[src/sv/assert_macros.svh]
// Assertion helpers shared by the breaker control RTL.
// Each macro expects clk and arst_n to be visible where it is used.
`ifndef ASSERT_MACROS_SVH
`define ASSERT_MACROS_SVH

// A property that must hold at every clock edge outside reset.
`define BMS_ASSERT(lbl, prop) \
	lbl: assert property (@(posedge clk) disable iff (!arst_n) (prop)) \
		else $error("breaker control assertion failed");

// A property whose consequent is checked in the cycle after its antecedent.
`define BMS_ASSERT_NEXT(lbl, ante, cons) \
	lbl: assert property (@(posedge clk) disable iff (!arst_n) (ante) |=> (cons)) \
		else $error("breaker control sequence assertion failed");

`endif

[src/sv/bms_pkg.sv]
`timescale 1ns / 1ps

package bms_pkg;

	typedef enum logic [2:0] {
		ST_OPENED      = 3'd0,
		ST_SUPPLY_WAIT = 3'd1,
		ST_CLOSE_WAIT  = 3'd2,
		ST_CLOSED      = 3'd3,
		ST_OPEN_WAIT   = 3'd4
	} bms_state_t;

	typedef enum logic [2:0] {
		CA_NONE  = 3'd0,
		CA_EXT   = 3'd1,
		CA_OCP   = 3'd2,
		CA_OCD   = 3'd3,
		CA_OTHER = 3'd4
	} cause_t;

	typedef enum logic [1:0] {
		TM_NONE    = 2'd0,
		TM_START   = 2'd1,
		TM_CANCEL  = 2'd2,
		TM_RESTART = 2'd3
	} timer_ctl_t;

	typedef enum logic [1:0] {
		MOD_NONE    = 2'd0,
		MOD_CLEANUP = 2'd1,
		MOD_FORWARD = 2'd2
	} mod_action_t;

	typedef enum logic [3:0] {
		EV_CLOSE        = 4'd0,
		EV_OPEN         = 4'd1,
		EV_ZERO_CROSS   = 4'd2,
		EV_SUPPLY_TMR   = 4'd3,
		EV_RECOVERY_TMR = 4'd4,
		EV_SW_CLOSED    = 4'd5,
		EV_SW_OPENED    = 4'd6,
		EV_OCD          = 4'd7,
		EV_RESET_TMR    = 4'd8
	} event_t;

	localparam logic [3:0] EV_LAST = EV_RESET_TMR;

	// Open cause reported by the switch itself.
	localparam logic [1:0] SC_OTHER = 2'd0;
	localparam logic [1:0] SC_OCP   = 2'd1;
	localparam logic [1:0] SC_EXT   = 2'd2;

	typedef enum logic [1:0] {
		REG_RECOVERY = 2'd0,
		REG_MODE     = 2'd1,
		REG_AC_MIN   = 2'd2
	} reg_idx_t;

	localparam logic [7:0] AC_MIN_RESET = 8'd2;
	localparam logic [7:0] COUNT_MAX    = 8'hFF;

	typedef struct packed {
		logic [7:0] recovery_attempts;
		logic       close_mode;
		logic [7:0] ac_crossing_min;
	} bms_cfg_t;

	typedef struct packed {
		bms_state_t  breaker_state;
		cause_t      trip_cause;
		logic        supply_is_ac;
		logic        switch_on_request;
		logic        switch_off_request;
		timer_ctl_t  supply_timer_ctl;
		timer_ctl_t  recovery_timer_ctl;
		timer_ctl_t  reset_timer_ctl;
		logic        notify_pulse;
		logic [7:0]  attempts_left;
		mod_action_t modulator_action;
	} bms_result_t;

	// The switch's own cause overrides the trip cause, except for an external open.
	function automatic cause_t cause_from_switch(cause_t cur, logic [1:0] sc);
		cause_t res;
		res = cur;
		if (sc == SC_OCP) begin
			res = CA_OCP;
		end else if (sc != SC_EXT) begin
			res = CA_OTHER;
		end
		return res;
	endfunction

endpackage

[src/sv/bms_regs.sv]
`timescale 1ns / 1ps

module bms_regs import bms_pkg::*; (
	input  logic        clk,
	input  logic        arst_n,
	input  logic        psel,
	input  logic        penable,
	input  logic        pwrite,
	input  logic [3:0]  paddr,
	input  logic [31:0] pwdata,
	output logic [31:0] prdata,
	output logic        pready,
	output bms_cfg_t    cfg
);

	bms_cfg_t cfg_q;
	logic     wr_en;
	reg_idx_t idx;

	assign pready = 1'b1;
	assign wr_en  = psel & penable & pwrite;
	assign idx    = reg_idx_t'(paddr[3:2]);
	assign cfg    = cfg_q;

	always_ff @(posedge clk or negedge arst_n) begin
		if (!arst_n) begin
			cfg_q.recovery_attempts <= '0;
			cfg_q.close_mode        <= 1'b0;
			cfg_q.ac_crossing_min   <= AC_MIN_RESET;
		end else if (wr_en) begin
			case (idx)
				REG_RECOVERY: cfg_q.recovery_attempts <= pwdata[7:0];
				REG_MODE:     cfg_q.close_mode        <= pwdata[0];
				REG_AC_MIN:   cfg_q.ac_crossing_min   <= pwdata[7:0];
				default:      ;
			endcase
		end
	end

	always_comb begin
		prdata = '0;
		case (idx)
			REG_RECOVERY: prdata = {24'd0, cfg_q.recovery_attempts};
			REG_MODE:     prdata = {31'd0, cfg_q.close_mode};
			REG_AC_MIN:   prdata = {24'd0, cfg_q.ac_crossing_min};
			default:      prdata = '0;
		endcase
	end

endmodule

[src/sv/bms_fsm.sv]
`timescale 1ns / 1ps

module bms_fsm import bms_pkg::*; (
	input  logic        clk,
	input  logic        arst_n,
	input  logic        accept,
	input  logic [3:0]  cmd,
	input  logic        switch_is_on,
	input  logic        switch_close_fails,
	input  logic [1:0]  switch_cause,
	input  bms_cfg_t    cfg,
	output bms_result_t res_d
);

	bms_state_t  state_q, state_d;
	cause_t      cause_q, cause_d;
	logic [7:0]  cnt_q, cnt_d;
	logic        ac_q, ac_d;
	logic        mask_q, mask_d;
	logic [7:0]  rem_q, rem_d;
	logic        amode_q, amode_d;

	logic        ev_ok;
	logic        stay_closed;
	logic        mode_change;
	logic        dc_start;

	logic        on_req, off_req, notify;
	timer_ctl_t  sup_tm, rec_tm, rst_tm;
	mod_action_t mod_act;

	// A masked zero crossing and an unknown code leave everything untouched.
	assign ev_ok = (cmd <= EV_LAST) && !((cmd == EV_ZERO_CROSS) && mask_q);

	// Events in the closed state after which the mode check still applies.
	assign stay_closed = ev_ok && (state_q == ST_CLOSED) && (cmd != EV_OPEN) &&
		(cmd != EV_OCD) && !((cmd == EV_SW_OPENED) && (switch_cause != SC_EXT));
	assign mode_change = stay_closed && (amode_q != cfg.close_mode);
	assign dc_start    = cnt_q < cfg.ac_crossing_min;

	// Next state and the stored status.
	always_comb begin
		state_d = state_q;
		cause_d = cause_q;
		cnt_d   = cnt_q;
		ac_d    = ac_q;
		mask_d  = mask_q;
		rem_d   = rem_q;
		amode_d = amode_q;
		if (ev_ok) begin
			case (state_q)
				ST_OPENED: begin
					if (cmd == EV_CLOSE) begin
						cnt_d   = '0;
						state_d = ST_SUPPLY_WAIT;
						cause_d = CA_EXT;
						amode_d = 1'b0;
						rem_d   = cfg.recovery_attempts;
						mask_d  = 1'b0;
					end
				end
				ST_SUPPLY_WAIT: begin
					if (cmd == EV_OPEN) begin
						mask_d  = 1'b1;
						state_d = ST_OPENED;
						cause_d = CA_EXT;
					end else if (cmd == EV_ZERO_CROSS) begin
						if (cnt_q != COUNT_MAX) begin
							cnt_d = cnt_q + 8'd1;
						end
					end else if (cmd == EV_SUPPLY_TMR) begin
						cnt_d   = '0;
						state_d = ST_CLOSE_WAIT;
						if (dc_start) begin
							ac_d   = 1'b0;
							mask_d = 1'b1;
							if (switch_close_fails) begin
								cause_d = cause_from_switch(cause_q, switch_cause);
							end
						end else begin
							ac_d = 1'b1;
						end
					end
				end
				ST_CLOSE_WAIT: begin
					if (cmd == EV_OPEN) begin
						cause_d = CA_EXT;
						if (!switch_is_on) begin
							state_d = ST_OPENED;
							mask_d  = 1'b1;
						end else begin
							state_d = ST_OPEN_WAIT;
						end
					end else if ((cmd == EV_ZERO_CROSS) || (cmd == EV_RECOVERY_TMR)) begin
						if (switch_close_fails) begin
							cause_d = cause_from_switch(cause_q, switch_cause);
						end
					end else if (cmd == EV_SW_CLOSED) begin
						state_d = ST_CLOSED;
					end
				end
				ST_CLOSED: begin
					if (cmd == EV_OPEN) begin
						cause_d = CA_EXT;
						if (!switch_is_on) begin
							state_d = ST_OPENED;
							mask_d  = 1'b1;
						end else begin
							state_d = ST_OPEN_WAIT;
						end
					end else if (cmd == EV_OCD) begin
						state_d = ST_OPEN_WAIT;
						cause_d = CA_OCD;
					end else if (cmd == EV_SW_OPENED) begin
						if (switch_cause != SC_EXT) begin
							if ((switch_cause != SC_OCP) || (rem_q == 8'd0)) begin
								mask_d  = 1'b1;
								state_d = ST_OPENED;
								cause_d = cause_from_switch(cause_q, switch_cause);
							end else begin
								rem_d   = rem_q - 8'd1;
								state_d = ST_CLOSE_WAIT;
							end
						end
					end else if (cmd == EV_RESET_TMR) begin
						rem_d = cfg.recovery_attempts;
					end
					if (mode_change) begin
						amode_d = cfg.close_mode;
						if (!switch_is_on) begin
							state_d = ST_CLOSE_WAIT;
							if (!ac_q && switch_close_fails) begin
								cause_d = cause_from_switch(cause_q, switch_cause);
							end
						end
					end
				end
				ST_OPEN_WAIT: begin
					if (cmd == EV_SW_OPENED) begin
						state_d = ST_OPENED;
						mask_d  = 1'b1;
					end
				end
				default: ;
			endcase
		end
	end

	// Pulses and timer commands that go with the event.
	always_comb begin
		on_req  = 1'b0;
		off_req = 1'b0;
		notify  = 1'b0;
		sup_tm  = TM_NONE;
		rec_tm  = TM_NONE;
		rst_tm  = TM_NONE;
		mod_act = MOD_NONE;
		if (ev_ok) begin
			case (state_q)
				ST_OPENED: begin
					if (cmd == EV_CLOSE) begin
						sup_tm = TM_RESTART;
					end
				end
				ST_SUPPLY_WAIT: begin
					if (cmd == EV_OPEN) begin
						sup_tm = TM_CANCEL;
					end else if ((cmd == EV_SUPPLY_TMR) && dc_start) begin
						on_req = 1'b1;
					end
				end
				ST_CLOSE_WAIT: begin
					if (cmd == EV_OPEN) begin
						off_req = switch_is_on && !ac_q;
					end else if ((cmd == EV_ZERO_CROSS) || (cmd == EV_RECOVERY_TMR)) begin
						rec_tm = TM_CANCEL;
						on_req = 1'b1;
					end else if (cmd == EV_SW_CLOSED) begin
						if (rem_q < cfg.recovery_attempts) begin
							rst_tm = TM_START;
						end
					end
				end
				ST_CLOSED: begin
					if (cmd == EV_OPEN) begin
						off_req = switch_is_on && !ac_q;
					end else if (cmd == EV_OCD) begin
						off_req = !ac_q;
					end else if (cmd == EV_SW_OPENED) begin
						rst_tm = TM_CANCEL;
						if (switch_cause != SC_EXT) begin
							if ((switch_cause != SC_OCP) || (rem_q == 8'd0)) begin
								notify = 1'b1;
							end else if (!ac_q) begin
								rec_tm = TM_START;
							end
						end
					end
					if (mode_change) begin
						mod_act = cfg.close_mode ? MOD_CLEANUP : MOD_NONE;
						on_req  = !switch_is_on && !ac_q;
					end else if (stay_closed && amode_q && ac_q) begin
						mod_act = MOD_FORWARD;
					end
				end
				ST_OPEN_WAIT: begin
					if (cmd == EV_ZERO_CROSS) begin
						off_req = 1'b1;
					end
				end
				default: ;
			endcase
		end
	end

	always_ff @(posedge clk or negedge arst_n) begin
		if (!arst_n) begin
			state_q <= ST_OPENED;
			cause_q <= CA_NONE;
			cnt_q   <= '0;
			ac_q    <= 1'b0;
			mask_q  <= 1'b0;
			rem_q   <= '0;
			amode_q <= 1'b0;
		end else if (accept) begin
			state_q <= state_d;
			cause_q <= cause_d;
			cnt_q   <= cnt_d;
			ac_q    <= ac_d;
			mask_q  <= mask_d;
			rem_q   <= rem_d;
			amode_q <= amode_d;
		end
	end

	always_comb begin
		res_d.breaker_state      = state_d;
		res_d.trip_cause         = cause_d;
		res_d.supply_is_ac       = ac_d;
		res_d.switch_on_request  = on_req;
		res_d.switch_off_request = off_req;
		res_d.supply_timer_ctl   = sup_tm;
		res_d.recovery_timer_ctl = rec_tm;
		res_d.reset_timer_ctl    = rst_tm;
		res_d.notify_pulse       = notify;
		res_d.attempts_left      = rem_d;
		res_d.modulator_action   = mod_act;
	end

endmodule

[src/sv/bms_out.sv]
`timescale 1ns / 1ps

module bms_out import bms_pkg::*; (
	input  logic        clk,
	input  logic        arst_n,
	input  logic        load,
	input  bms_result_t res_d,
	input  logic        res_ready,
	output logic        res_valid,
	output logic        take,
	output bms_result_t res
);

	logic        valid_q;
	bms_result_t res_q;

	// A new beat may enter when no beat is held or the held one leaves in the same cycle.
	assign take      = !valid_q || res_ready;
	assign res_valid = valid_q;
	assign res       = res_q;

	always_ff @(posedge clk or negedge arst_n) begin
		if (!arst_n) begin
			valid_q <= 1'b0;
		end else if (take) begin
			valid_q <= load;
		end
	end

	always_ff @(posedge clk) begin
		if (load) begin
			res_q <= res_d;
		end
	end

endmodule

[src/sv/breaker_main_state_machine.sv]
// Channel   Handshake                Beat contents
// cmd       cmd_valid / cmd_ready    cmd, switch_is_on, switch_close_fails, switch_cause
// res       res_valid / res_ready    state, cause, AC flag, requests, timer controls, notify,
//                                    attempts left, modulator action
// config    APB psel/penable/pwrite  recovery_attempts 0x0, close_mode 0x4, ac_crossing_min 0x8
//
// Each beat is decoded against the state registers in one combinational pass, and its result
// lands in the output register on the edge that accepts it.
// A beat is accepted every cycle as long as the output register is empty or being drained.
// Reset puts the breaker in the opened state with no cause, counters and flags cleared.
// A stall on the result side holds the output register and backs up into cmd_ready only.
`timescale 1ns / 1ps

module breaker_main_state_machine import bms_pkg::*; (
	input  logic        clk,
	input  logic        arst_n,
	input  logic        psel,
	input  logic        penable,
	input  logic        pwrite,
	input  logic [3:0]  paddr,
	input  logic [31:0] pwdata,
	output logic [31:0] prdata,
	output logic        pready,
	input  logic        cmd_valid,
	output logic        cmd_ready,
	input  logic [3:0]  cmd,
	input  logic        switch_is_on,
	input  logic        switch_close_fails,
	input  logic [1:0]  switch_cause,
	output logic        res_valid,
	input  logic        res_ready,
	output logic [2:0]  breaker_state,
	output logic [2:0]  trip_cause,
	output logic        supply_is_ac,
	output logic        switch_on_request,
	output logic        switch_off_request,
	output logic [1:0]  supply_timer_ctl,
	output logic [1:0]  recovery_timer_ctl,
	output logic [1:0]  reset_timer_ctl,
	output logic        notify_pulse,
	output logic [7:0]  attempts_left,
	output logic [1:0]  modulator_action
);

`include "assert_macros.svh"

	bms_cfg_t    cfg;
	bms_result_t res_d;
	bms_result_t res;
	logic        accept;

	assign accept = cmd_valid && cmd_ready;

	bms_regs u_regs (
		.clk     (clk),
		.arst_n  (arst_n),
		.psel    (psel),
		.penable (penable),
		.pwrite  (pwrite),
		.paddr   (paddr),
		.pwdata  (pwdata),
		.prdata  (prdata),
		.pready  (pready),
		.cfg     (cfg)
	);

	bms_fsm u_fsm (
		.clk                (clk),
		.arst_n             (arst_n),
		.accept             (accept),
		.cmd                (cmd),
		.switch_is_on       (switch_is_on),
		.switch_close_fails (switch_close_fails),
		.switch_cause       (switch_cause),
		.cfg                (cfg),
		.res_d              (res_d)
	);

	bms_out u_out (
		.clk       (clk),
		.arst_n    (arst_n),
		.load      (accept),
		.res_d     (res_d),
		.res_ready (res_ready),
		.res_valid (res_valid),
		.take      (cmd_ready),
		.res       (res)
	);

	assign breaker_state      = res.breaker_state;
	assign trip_cause         = res.trip_cause;
	assign supply_is_ac       = res.supply_is_ac;
	assign switch_on_request  = res.switch_on_request;
	assign switch_off_request = res.switch_off_request;
	assign supply_timer_ctl   = res.supply_timer_ctl;
	assign recovery_timer_ctl = res.recovery_timer_ctl;
	assign reset_timer_ctl    = res.reset_timer_ctl;
	assign notify_pulse       = res.notify_pulse;
	assign attempts_left      = res.attempts_left;
	assign modulator_action   = res.modulator_action;

	`BMS_ASSERT(a_on_off_excl, res_valid |-> !(switch_on_request && switch_off_request))
	`BMS_ASSERT(a_notify_opened, (res_valid && notify_pulse) |-> (breaker_state == ST_OPENED))
	`BMS_ASSERT(a_fwd_closed, (res_valid && (modulator_action == MOD_FORWARD)) |-> (breaker_state == ST_CLOSED))
	`BMS_ASSERT_NEXT(a_accept_shows, accept, res_valid)

endmodule

[config.mk]
export PLATFORM = sky130hd
export DESIGN_NAME = breaker_main_state_machine
export DESIGN_NICKNAME = d
export VERILOG_FILES = /design/src/sv/bms_pkg.sv /design/src/sv/bms_regs.sv /design/src/sv/bms_fsm.sv /design/src/sv/bms_out.sv /design/src/sv/breaker_main_state_machine.sv
export VERILOG_INCLUDE_DIRS = /design/src /design/src/sv
export SDC_FILE = /design/constraint.sdc
export NUM_CORES = 1
export LEC_CHECK = 0
export ABC_CLOCK_PERIOD_IN_PS = 3300
export BUFFER_PORTS_ARGS = -buffer_cell sky130_fd_sc_hd__buf_2
export CORE_MARGIN = 2
export CORE_UTILIZATION = 55
export CTS_CLUSTER_SIZE = 14
export DETAILED_ROUTE_END_ITERATION = 8
export MAX_ROUTING_LAYER = met4
export PLACE_DENSITY = 0.82
export SETUP_SLACK_MARGIN = 0.4
export SLEW_MARGIN = 0
export SYNTH_ARGS = -nofsm -noshare
export SYNTH_HDL_FRONTEND = slang
export SYNTH_SLANG_ARGS = --single-unit
[constraint.sdc]
create_clock -name clk -period 3.3 [get_ports clk]
set_input_delay 0.33 -clock clk [delete_from_list [all_inputs] [get_ports clk]]
set_output_delay 0.33 -clock clk [all_outputs]
set_load 0.05 [all_outputs]
==> run summary, run 1 <==
Non-filler instance count after layout: 710
Detail Placement HPWL: 10.1 mm
Leakage Power: 2.27 nW
CP bufs+invs: 0
Worst Skew: 0.0104 ns
Ant diodes: 0
Status: finished clean
Post-Syn Instances: 548
Largest fanout on the critical path: 17
Post-CTS Setup Bufs: 0
DIE HEIGHT: 98.4 microns
Grt total ovfl: 0
Final worst-path cycle share: 80.8%
Number of distinct library cells after synthesis: 76
Seq/Total Area, Yosys: 37.9%
Asr flop ratio synth: 62.3%
CTS max path bufs: 2
Post-synth EDFFs: 26
Worst path arrival time: 2.91 ns
CP Launch Type: flop
WL per Instance: 19.3 microns
Initial DRC Count: 410
Min Tclk post-route: 2.67 ns
CTS tree: built
WS Path Type: reg -> reg
Via count: 4488
Num Clock Sinks: 69
Antenna-violating nets left: 0
DRT Pass-1 Iters: 5
Clock latency on the worst-skew pair: 0.36 ns
Die ar.: 0.00968 sq mm
Area growth, synth to finish: 9.98%
Remaining routing DRC violations: 0
Initial antenna violation count: 0
CP top delay family: simple AND/OR/NAND/NOR gates
Max-cap viol count: 0
FMAX: 375 MHz
Starting density of the core: 56.5%
CTS Buf Count: 9
Dpl cells: 694
Largest net degree at the start of global routing: 44
Top-level I/O count: 112
Pwr/cell area: 606 mW/mm^2
Worst-path clk slew: 0.08 ns
Synthesized flop and latch total: 69
Share of cells above drive strength 1: 19.8%
# port buffers: 60
CTS root buf: clkbuf_8
Final setup violation count: 0
Crit-path max cell delay: 0.61 ns
Synth warn: 0
Data required time of the worst path: 3.55 ns
Critical path, cell by cell: nor2_1, and3_1, o211ai_4, a31o_4, or2_0, o41ai_2
Vias in the first global route: 4340
Worst hold-check path type: in -> async
Peak VDD IR: 338 uV
First-pass GRT wire length: 22.4 mm
Final hold vios: 0
Crit-path slowest cell: nor2_1
Headroom to the max-slew limit: 29.5%
DR vias/cell: 6.32
Top_reg_cell synth: dfrtp_1
RSZ-0062 raised after global routing: false
WL final: 13.7 mm
H-Tree Depth: 3
CP endpoint kind: flop
Core Rows: 34
Die X: 98.4 microns
Fin nets: 665
TNS Setup: 0 ns
Mapped cell area: 0.00490 sq mm
Worst Max-Slew Pin Slew: 1.06 ns
Total global-route track usage: 30.1%
Gpl congestion: 0.950
Core Area: 0.00868 sq mm
Final Max Slew Viols: 0
Average size of a mapped cell: 8.95 sq um
-- layout make-up --
type                            count  area (sq um)
Clock buffer                       12           188
Clock inverter                      4          26.3
Fill cell                         783          3290
Inverter                           24          90.1
Multi-Input combinational cell    420          2700
Sequential cell                    69          1860
Tap cell                          108           135
Timing Repair Buffer               73           398
-- flip-flops by register name (all words and copies together), names as in the netlist --
signal / count
u_fsm.ac_q: 1
u_fsm.cause_q: 3
u_fsm.mask_q: 1
u_fsm.rem_q: 8
u_out.res: 26
u_fsm.cnt_q: 8
u_regs.cfg: 17
u_out.res_valid: 1
u_fsm.amode_q: 1
u_fsm.state_q: 3
-- where the power goes --
part | total [mW] | internal (mW) | switching (mW) | leakage (nW)
Clock | 0.729 | 0.384 | 0.345 | 0.109
Sequential | 1.29 | 1.06 | 0.237 | 0.800
Combinational | 1.25 | 0.416 | 0.830 | 1.36
-- synth_stat cells, types with 4 or more instances --
master | n | area [sq um]
o21ai_0 | 54 | 270
nand2_1 | 53 | 199
nor2_1 | 43 | 161
dfrtp_1 | 42 | 1050
edfxtp_1 | 26 | 781
buf_4 | 25 | 188
a21oi_1 | 24 | 120
inv_1 | 24 | 90.1
clkbuf_1 | 17 | 63.8
ha_1 | 17 | 213
nand2b_1 | 15 | 93.8
nor3_1 | 15 | 75.1
mux2i_1 | 14 | 140
mux2_2 | 13 | 146
nand3_1 | 9 | 45.0
buf_2 | 8 | 40.0
a31oi_1 | 7 | 43.8
nor3b_1 | 7 | 52.6
a21o_1 | 5 | 37.5
and2_1 | 5 | 31.3
nand3b_1 | 5 | 37.5
nand4_1 | 5 | 31.3
nor2b_1 | 5 | 31.3
o31ai_1 | 5 | 37.5
a32oi_1 | 4 | 35.0
and3_1 | 4 | 25.0
buf_1 | 4 | 15.0
nor4_1 | 4 | 25.0
o22a_1 | 4 | 35.0
or3b_2 | 4 | 35.0
-- cell families after synthesis --
family          synth area share, %
xor+xnor                      0.536
fa+ha+maj                      4.34
other cells                   0.153
compound gates                 20.9
flops                          37.9
simple gates                   21.4
buf+inv                        8.88
mux                            5.84
-- path summary, 6_finish.rpt --
check	from	to	slack, ns	depth (start not counted)
max in group asynchronous	arst_n	u_fsm.state_q[0]$_DFFE_PN0P_	2.43	1
max	u_fsm.state_q[1]$_DFFE_PN0P_	u_fsm.cnt_q[7]$_DFFE_PN0P_	0.63	6
min	arst_n	u_fsm.rem_q[7]$_DFFE_PN0P_	0.16	1
min reg2reg	u_out.res_valid$_DFFE_PN0N_	u_out.res_valid$_DFFE_PN0N_	0.52	2
min in group clk	cmd_valid	u_out.res_valid$_DFFE_PN0N_	0.18	2
max reg2reg	u_fsm.state_q[1]$_DFFE_PN0P_	u_fsm.cnt_q[7]$_DFFE_PN0P_	0.63	6
-- layer usage --
layer | track usage [%] | share of wire (%) | vias up
li1 | - | - | 2078
met1 | 39.6 | 43 | 2157
met2 | 46.9 | 47 | 216
met3 | 4.96 | 6.9 | 37
met4 | 11.7 | 2.5 | 0
met5 | - | 0 | -
-- metrics by stage --
step                setup WS [ns]  utilization [%]  hold slack, ns  total power, mW  area (sq um)
CTS                         0.625             62.1           0.168             3.25          5390
global route                0.427             62.1           0.176             3.45          5390
global placement            0.708             59.6           0.509             2.49          5180
floorplan                   0.748                -          0.0344             2.20          4990
detailed placement          0.665             59.6           0.509             2.52          5180
finish                      0.635             62.1           0.161             3.27          5390
-- what timing repair did --
| action | 4_1_cts | 5_1_grt |
|---|---|---|
| hold buffers | 0 | 0 |
| gates resized for setup | 0 | 1 |
| setup endpoints to repair | 0 | 3 |
-- layout by cell type (no fill, tap or decap), types with 14 or more instances in the layout --
cell type / n
dfrtp_1: 41
edfxtp_1: 26
nand2_1: 53
o21ai_0: 54
ha_1: 17
inv_1: 24
nand2b_1: 15
buf_2: 60
conb_1: 25
a21oi_1: 24
mux2i_1: 14
nor3_1: 15
nor2_1: 43
Power figures use the tool's default switching activity.
==> run 2: changes to the inputs <==
--- a/config.mk
+++ b/config.mk
@@ -6,14 +6,15 @@
 export SDC_FILE = /design/constraint.sdc
 export NUM_CORES = 1
 export LEC_CHECK = 0
-export ABC_CLOCK_PERIOD_IN_PS = 3300
+export ABC_AREA = 1
+export ABC_CLOCK_PERIOD_IN_PS = 2200
 export BUFFER_PORTS_ARGS = -buffer_cell sky130_fd_sc_hd__buf_2
 export CORE_MARGIN = 2
-export CORE_UTILIZATION = 55
+export CORE_UTILIZATION = 49
 export CTS_CLUSTER_SIZE = 14
 export DETAILED_ROUTE_END_ITERATION = 8
 export MAX_ROUTING_LAYER = met4
-export PLACE_DENSITY = 0.82
+export PLACE_DENSITY = 0.78
 export SETUP_SLACK_MARGIN = 0.4
 export SLEW_MARGIN = 0
 export SYNTH_ARGS = -nofsm -noshare
==> constraint.sdc (replaced) <==
create_clock -name clk -period 2.2 [get_ports clk]
set_input_delay 0.22 -clock clk [delete_from_list [all_inputs] [get_ports clk]]
set_output_delay 0.22 -clock clk [all_outputs]
set_load 0.05 [all_outputs]
==> run 2 against run 1 <==
Worst hold slack worse by 0.071 ns. Global-route usage is 3.3 points lower. Clock power up 77%. Register-to-register slack worse by 0.40 ns. Sequential share of layout area decreased by 1.7 points.
==> run summary, run 2 <==
Status: finished clean
Core Area: 0.00881 sq mm (+1.5%)
FMAX: 509 MHz (+36%)
Worst Max-Slew Pin Slew: 0.682 ns (-0.375 ns)
Gpl congestion: 0.953 (+0.31%)
Crit-path most repeated cell: nand2_1
Top-level I/O count: 112 (unchanged)
Critical path, cell by cell: inv_2, ha_4, o21ai_2, nand2_1, nand2_1, nand2_2, a21oi_4, nand2_2, nand2_2, nand3b_1, nand2_1, nand2_1
Final setup violation count: 0 (unchanged)
Total power draw: 5.88 mW (+80%)
Crit-path max cell delay: 0.55 ns (-0.06 ns)
Dominant cells by area after synthesis: dfrtp_1, edfxtp_1, nand2_1
Seq/Total Area, Yosys: 41.4% (+3.5 points)
Total global-route track usage: 26.7% (-3.3 points)
Core Rows: 34 (unchanged)
Final worst-path cycle share: 89.2% (+8.5 points)
Pre-CTS WS: 0.137 ns (-0.528 ns)
TNS Setup: 0 ns (unchanged)
Area growth, synth to finish: 27.1%
Post-Syn Instances: 589 (+7.5%)
# port buffers: 60 (unchanged)
Number of distinct library cells after synthesis: 41 (-46%)
RSZ-0062 raised after global routing: true
Largest net degree at the start of global routing: 47 (+6.8%)
Commonest non-fill, non-tap cell in the layout: nand2_1
Dpl cells: 769 (+11%)
Die X: 99.7 microns (+1.3%)
Worst Skew: 0.00818 ns (-0.00224 ns)
Synth warn: 0 (unchanged)
Dominant cell type by area after synthesis: dfrtp_1
Min Tclk post-route: 1.96 ns (-0.702 ns)
Grt total ovfl: 0 (unchanged)
Final hold vios: 0 (unchanged)
Setup ws final: 0.237 ns (-0.398 ns)
CTS Buf Count: 9 (unchanged)
Largest register FFs: 26 (unchanged)
Most instantiated library cell after synthesis: nand2_1
WL per Instance: 16.0 microns (-17%)
Crit-path slowest cell: dfstp_2
WS Path Type: reg -> reg
Starting density of the core: 51.0% (-5.5 points)
Initial antenna violation count: 0 (unchanged)
Final instance area: 0.00571 sq mm (+5.8%)
Post-synth top cells: nand2_1, inv_1, nor2_1, o21ai_0, dfrtp_1
Utilization after layout: 64.8% (+2.7 points)
Reg2reg setup slack: 0.24 ns (-0.40 ns)
CTS tree: built
Headroom to the max-slew limit: 54.5% (+25 points)
Fin nets: 765 (+15%)
CTS root buf: clkbuf_8
Clock latency on the worst-skew pair: 0.36 ns (about the same)
Synth top area share: 23.4% (+2.0 points)
WL final: 13.0 mm (-5.3%)
Worst path arrival time: 2.07 ns (-0.84 ns)
Asr flop ratio synth: 62.3% (unchanged)
Via count: 4369 (-2.7%)
Largest fanout on the critical path: 3 (-14)
Area after DPL: 0.00500 sq mm (-3.4%)
Worst hold-check path type: in -> reg
Synthesized flop and latch total: 69 (unchanged)
Detail Placement HPWL: 9.36 mm (-7.7%)
Die ar.: 0.00995 sq mm (+2.7%)
Final Max Slew Viols: 0 (unchanged)
Worst-path clk slew: 0.09 ns (about the same)
DIE HEIGHT: 99.7 microns (+1.3%)
Remaining routing DRC violations: 0 (unchanged)
Pwr/cell area: 1030 mW/mm^2 (+70%)
Ant diodes: 0 (unchanged)
Average size of a mapped cell: 7.62 sq um (-15%)
CTS max path bufs: 2 (unchanged)
Share of cells above drive strength 1: 28.6% (+8.9 points)
Vias in the first global route: 4051 (-6.7%)
CP bufs+invs: 1 (+1)
Leakage Power: 2.75 nW (+21%)
Initial DRC Count: 326 (-20%)
Num Clock Sinks: 69 (unchanged)
Antenna-violating nets left: 0 (unchanged)
Post-synth EDFFs: 26 (unchanged)
Mapped cell area: 0.00449 sq mm (-8.4%)
Top_reg_cell synth: dfrtp_1
Most frequent cells in the layout: nand2_1, inv_1, buf_2
DRT Pass-1 Iters: 5 (unchanged)
Data required time of the worst path: 2.31 ns (-1.24 ns)
CP Launch Type: flop
Final hold slack: 0.0902 ns (-0.0706 ns)
H-Tree Depth: 3 (unchanged)
Max-cap viol count: 0 (unchanged)
FILL cells: 788 (+0.64%)
Peak VDD IR: 457 uV (+35%)
DR vias/cell: 5.39 (-15%)
Non-filler instance count after layout: 810 (+14%)
CP endpoint kind: flop
First-pass GRT wire length: 20.1 mm (-10%)
CP top delay family: simple AND/OR/NAND/NOR gates
## run 2: changes by cell type after synthesis, moves of 8 or more
cell / change
o211ai_1: +10
o21ai_0: -10
nand3_1: +27
nor2_2: +8
nand2b_1: -15
nor3_1: -11
inv_1: +58
nand2_1: +90
mux2_2: -13
mux2i_1: -13
clkbuf_1: -12
## run 2: power by group
group	total, mW	internal (mW)	switching [mW]
sequential	1.82	1.61	0.209
combinational	2.78	0.982	1.79
clock	1.29	0.739	0.555
total	5.88	3.33	2.56
## run 2: repair_timing
| item | in CTS | in global routing |
|---|---|---|
| endpoints found under the setup margin | 27 | 41 |
| resized for setup | 21 | 56 |
| hold buffers | 1 | 0 |
| pin swaps | 14 | 21 |
| endpoints found under the hold margin | 25 | 0 |
| setup buffers | 10 | 14 |
## run 2: final cells by class
class	count	area [sq um]	area share, %
repair buffers	110	708	12.4
flip-flops and latches	69	1870	32.7
clock inverters	4	56.3	0.987
clock buffers	12	199	3.49
multi-input cells	422	2410	42.3
well taps	108	135	2.37
inverters	85	325	5.70
## run 2: worst reg2reg max path: cells and delay by family, from the launching register on
kind | cells | cell delay (ns)
compound gates | 2 | 0.22
fa+ha+maj | 1 | 0.20
buf+inv | 1 | 0.05
flops | 1 | 0.55
simple gates | 8 | 0.69
## run 2: worst paths after layout
check | depth (start not counted) | endpoint | start
max reg2reg | 12 | u_out.res[21]$_DFFE_PP_ | u_regs.cfg[1]$_DFFE_PN1P_
max | 12 | u_out.res[21]$_DFFE_PP_ | u_regs.cfg[1]$_DFFE_PN1P_
max in group asynchronous | 3 | u_fsm.state_q[0]$_DFFE_PN0P_ | arst_n
min in group asynchronous | 2 | u_regs.cfg[14]$_DFFE_PN0P_ | arst_n
min | 3 | u_regs.cfg[1]$_DFFE_PN1P_ | pwdata[1]
min reg2reg | 2 | u_regs.cfg[7]$_DFFE_PN0P_ | u_regs.cfg[7]$_DFFE_PN0P_
## run 2: kinds of logic (layout without fill, tap and decap cells)
family	after synthesis	in the layout	synth area share [%]
AO/OA/AOI/OAI	116	116	15.5
XOR/XNOR	6	6	1.17
adder cells (fa/ha/maj)	17	17	4.74
buffers and inverters	121	211	12.4
flip-flops	69	69	41.4
multiplexers	1	1	0.223
other	2	25	0.167
AND/OR/NAND/NOR	257	257	24.4
## run 2: per-layer routing
layer | global-route usage [%] | wire (microns) | vias up | part of all wire, %
met4 | 7.59 | 191 | 0 | 1.5
met1 | 36.1 | 5760 | 2058 | 44
met5 | - | 0 | - | 0
met2 | 42.7 | 6260 | 168 | 48
li1 | - | - | 2124 | -
met3 | 3.30 | 769 | 19 | 5.9
==> run 3: changes to the inputs <==
--- a/config.mk
+++ b/config.mk
@@ -11,8 +11,9 @@
 export BUFFER_PORTS_ARGS = -buffer_cell sky130_fd_sc_hd__buf_2
 export CORE_MARGIN = 2
 export CORE_UTILIZATION = 49
-export CTS_CLUSTER_SIZE = 14
+export CTS_CLUSTER_SIZE = 28
 export DETAILED_ROUTE_END_ITERATION = 8
+export HOLD_SLACK_MARGIN = 0.12
 export MAX_ROUTING_LAYER = met4
 export PLACE_DENSITY = 0.78
 export SETUP_SLACK_MARGIN = 0.4
==> run 3 against run 2 <==
Highest routed layer unchanged. Clock skew about the same. Fmax decreased by 0.39%. Routed wire length decreased by 0.18%. Total power about the same.
==> run summary, run 3 (synthesis results as in run 2) <==
Headroom to the max-slew limit: 54.6% (about the same)
Worst-path clk slew: 0.09 ns (about the same)
Total global-route track usage: 26.8% (+0.061 points)
CP endpoint kind: flop
WS Path Type: reg -> reg
Worst Skew: 0.00785 ns (-0.000324 ns)
Antenna-violating nets left: 0 (unchanged)
Final setup violation count: 0 (unchanged)
R2R cell count: 12 (unchanged)
TNS Setup: 0 ns (unchanged)
Reg2reg setup slack: 0.23 ns (about the same)
Remaining routing DRC violations: 0 (unchanged)
Commonest non-fill, non-tap cell in the layout: nand2_1
CP Launch Type: flop
RSZ-0062 raised after global routing: true
Sequential Power Share: 30.9% (about the same)
Worst Max-Slew Pin Slew: 0.682 ns (-0.000622 ns)
Max-cap viol count: 0 (unchanged)
Area occupied by multi-input gates: 0.00241 sq mm (unchanged)
Internal Power: 3.33 mW (+0.11%)
Final hold vios: 0 (unchanged)
Worst hold-check path type: in -> reg
Most frequent cells in the layout: nand2_1, inv_1, buf_2
Status: finished clean
Pre-CTS WS: 0.137 ns (unchanged)
Final Max Slew Viols: 0 (unchanged)
Endpoint, Worst Hold: u_regs.cfg[11]$_DFFE_PN0P_
DR vias/cell: 5.40 (+0.18%)
CTS max path bufs: 2 (unchanged)
Peak VDD IR: 457 uV (about the same)
Grt total ovfl: 0 (unchanged)
Ant diodes: 0 (unchanged)
Final worst-path cycle share: 89.6% (+0.35 points)
CTS tree: built
Starting density of the core: 51.0% (unchanged)
Detail Placement HPWL: 9.36 mm (unchanged)
Via count: 4393 (+0.55%)
WHS Path Cells: 3 (unchanged)
Gpl congestion: 0.953 (unchanged)
R2r endpoint: u_out.res[21]$_DFFE_PP_
Worst path arrival time: 2.08 ns (about the same)
WL final: 13.0 mm (-0.18%)
Area after DPL: 0.00500 sq mm (unchanged)
Largest fanout on the critical path: 3 (unchanged)
Initial DRC Count: 353 (+8.3%)
Setup ws final: 0.229 ns (-0.00761 ns)
Die X: 99.7 microns (unchanged)
Vias in the first global route: 4062 (+0.27%)
Leakage Power: 2.77 nW (+0.46%)
Largest register FFs: 26 (unchanged)
Largest net degree at the start of global routing: 47 (unchanged)
First-pass GRT wire length: 20.2 mm (+0.27%)
Share of cells above drive strength 1: 28.5% (-0.12 points)
Final instance area: 0.00574 sq mm (+0.53%)
Top-level I/O count: 112 (unchanged)
FILL cells: 782 (-0.76%)
Min Tclk post-route: 1.97 ns (+0.00761 ns)
Hold Crit Start: pwdata[2]
H-Tree Depth: 3 (unchanged)
Data required time of the worst path: 2.30 ns (about the same)
# port buffers: 60 (unchanged)
WL per Instance: 15.9 microns (-0.55%)
Reg-to-Reg Start: u_regs.cfg[1]$_DFFE_PN1P_
Switch Pwr: 2.55 mW (-0.22%)
Core Rows: 34 (unchanged)
Part of the power in the clock network: 22.0% (about the same)
Core Area: 0.00881 sq mm (unchanged)
Area growth, synth to finish: 27.7%
CTS Buf Count: 9 (unchanged)
Num Clock Sinks: 69 (unchanged)
Pwr/cell area: 1030 mW/mm^2 (-0.55%)
CTS root buf: clkbuf_8
FMAX: 507 MHz (-0.39%)
Fin nets: 768 (+0.39%)
DRT Pass-1 Iters: 5 (unchanged)
Clock latency on the worst-skew pair: 0.36 ns (about the same)
Switching portion of total power: 43.4% (-0.080 points)
Initial antenna violation count: 0 (unchanged)
Comb power frac: 47.1% (about the same)
Register area: 0.00187 sq mm (unchanged)
Die ar.: 0.00995 sq mm (unchanged)
DIE HEIGHT: 99.7 microns (unchanged)
-- run 3: worst max-delay path by stage --
stage                                             from                            to
after detailed placement     u_regs.cfg[1]$_DFFE_PN1P_       u_out.res[21]$_DFFE_PP_
after global routing      u_fsm.state_q[1]$_DFFE_PN0P_  u_fsm.cause_q[2]$_DFFE_PN0P_
after CTS                    u_regs.cfg[1]$_DFFE_PN1P_       u_out.res[21]$_DFFE_PP_
after floorplan              u_regs.cfg[1]$_DFFE_PN1P_       u_out.res[20]$_DFFE_PP_
final                        u_regs.cfg[1]$_DFFE_PN1P_       u_out.res[21]$_DFFE_PP_
after global placement      u_fsm.rem_q[0]$_DFFE_PN0P_       u_out.res[20]$_DFFE_PP_
-- run 3: cell type report --
class                   instances  area share (%)
clock buffers                  12            3.47
clock inverters                 4           0.982
inverters                      85            5.67
multi-input cells             422            42.1
flip-flops and latches         69            32.6
well taps                     108            2.36
repair buffers                113            12.9
-- run 3: power groups by stage --
stage / Clock, mW / Sequential (mW) / Combinational (mW)
final: 1.29 / 1.82 / 2.77
after global routing: 1.35 / 1.84 / 3.00
after CTS: 1.30 / 1.80 / 2.40
after detailed placement: 0 / 1.82 / 2.22
after global placement: 0 / 1.82 / 2.16
after floorplan: 0 / 2.01 / 1.38
-- run 3: stage by stage --
stage / hold slack (ns) / power [mW] / utilization, % / std cells
global route: 0.146 / 6.19 / 65.1 / 813
CTS: 0.131 / 5.50 / 61.6 / 799
finish: 0.128 / 5.88 / 65.1 / 813
detailed placement: 0.291 / 4.04 / 56.8 / 769
global placement: 0.287 / 3.98 / 56.8 / 769
floorplan: -0.0756 / 3.39 / - / 612
-- run 3: repair_timing --
item / in CTS / in global routing
setup endpoints to repair: 27 / 41
hold buffers: 4 / 0
pin swaps: 14 / 21
endpoints found under the hold margin: 28 / 0
resized for setup: 21 / 56
setup buffers: 10 / 14
-- run 3: metal layers --
layer	vias to the layer above	track usage (%)	wire length (microns)
met1	2062	36.3	5740
met2	183	42.7	6200
li1	2127	-	-
met5	-	-	0
met4	0	7.59	198
met3	21	3.30	819
-- run 3: critical path, stage by stage (launching register included) --
cell and delay (ns):
dfstp_2 0.55, inv_2 0.05, ha_4 0.20, o21ai_2 0.05, nand2_1 0.06, nand2_1 0.09, nand2_2 0.07, a21oi_4 0.18
nand2_2 0.11, nand2_2 0.09, nand3b_1 0.11, nand2_1 0.09, nand2_1 0.08
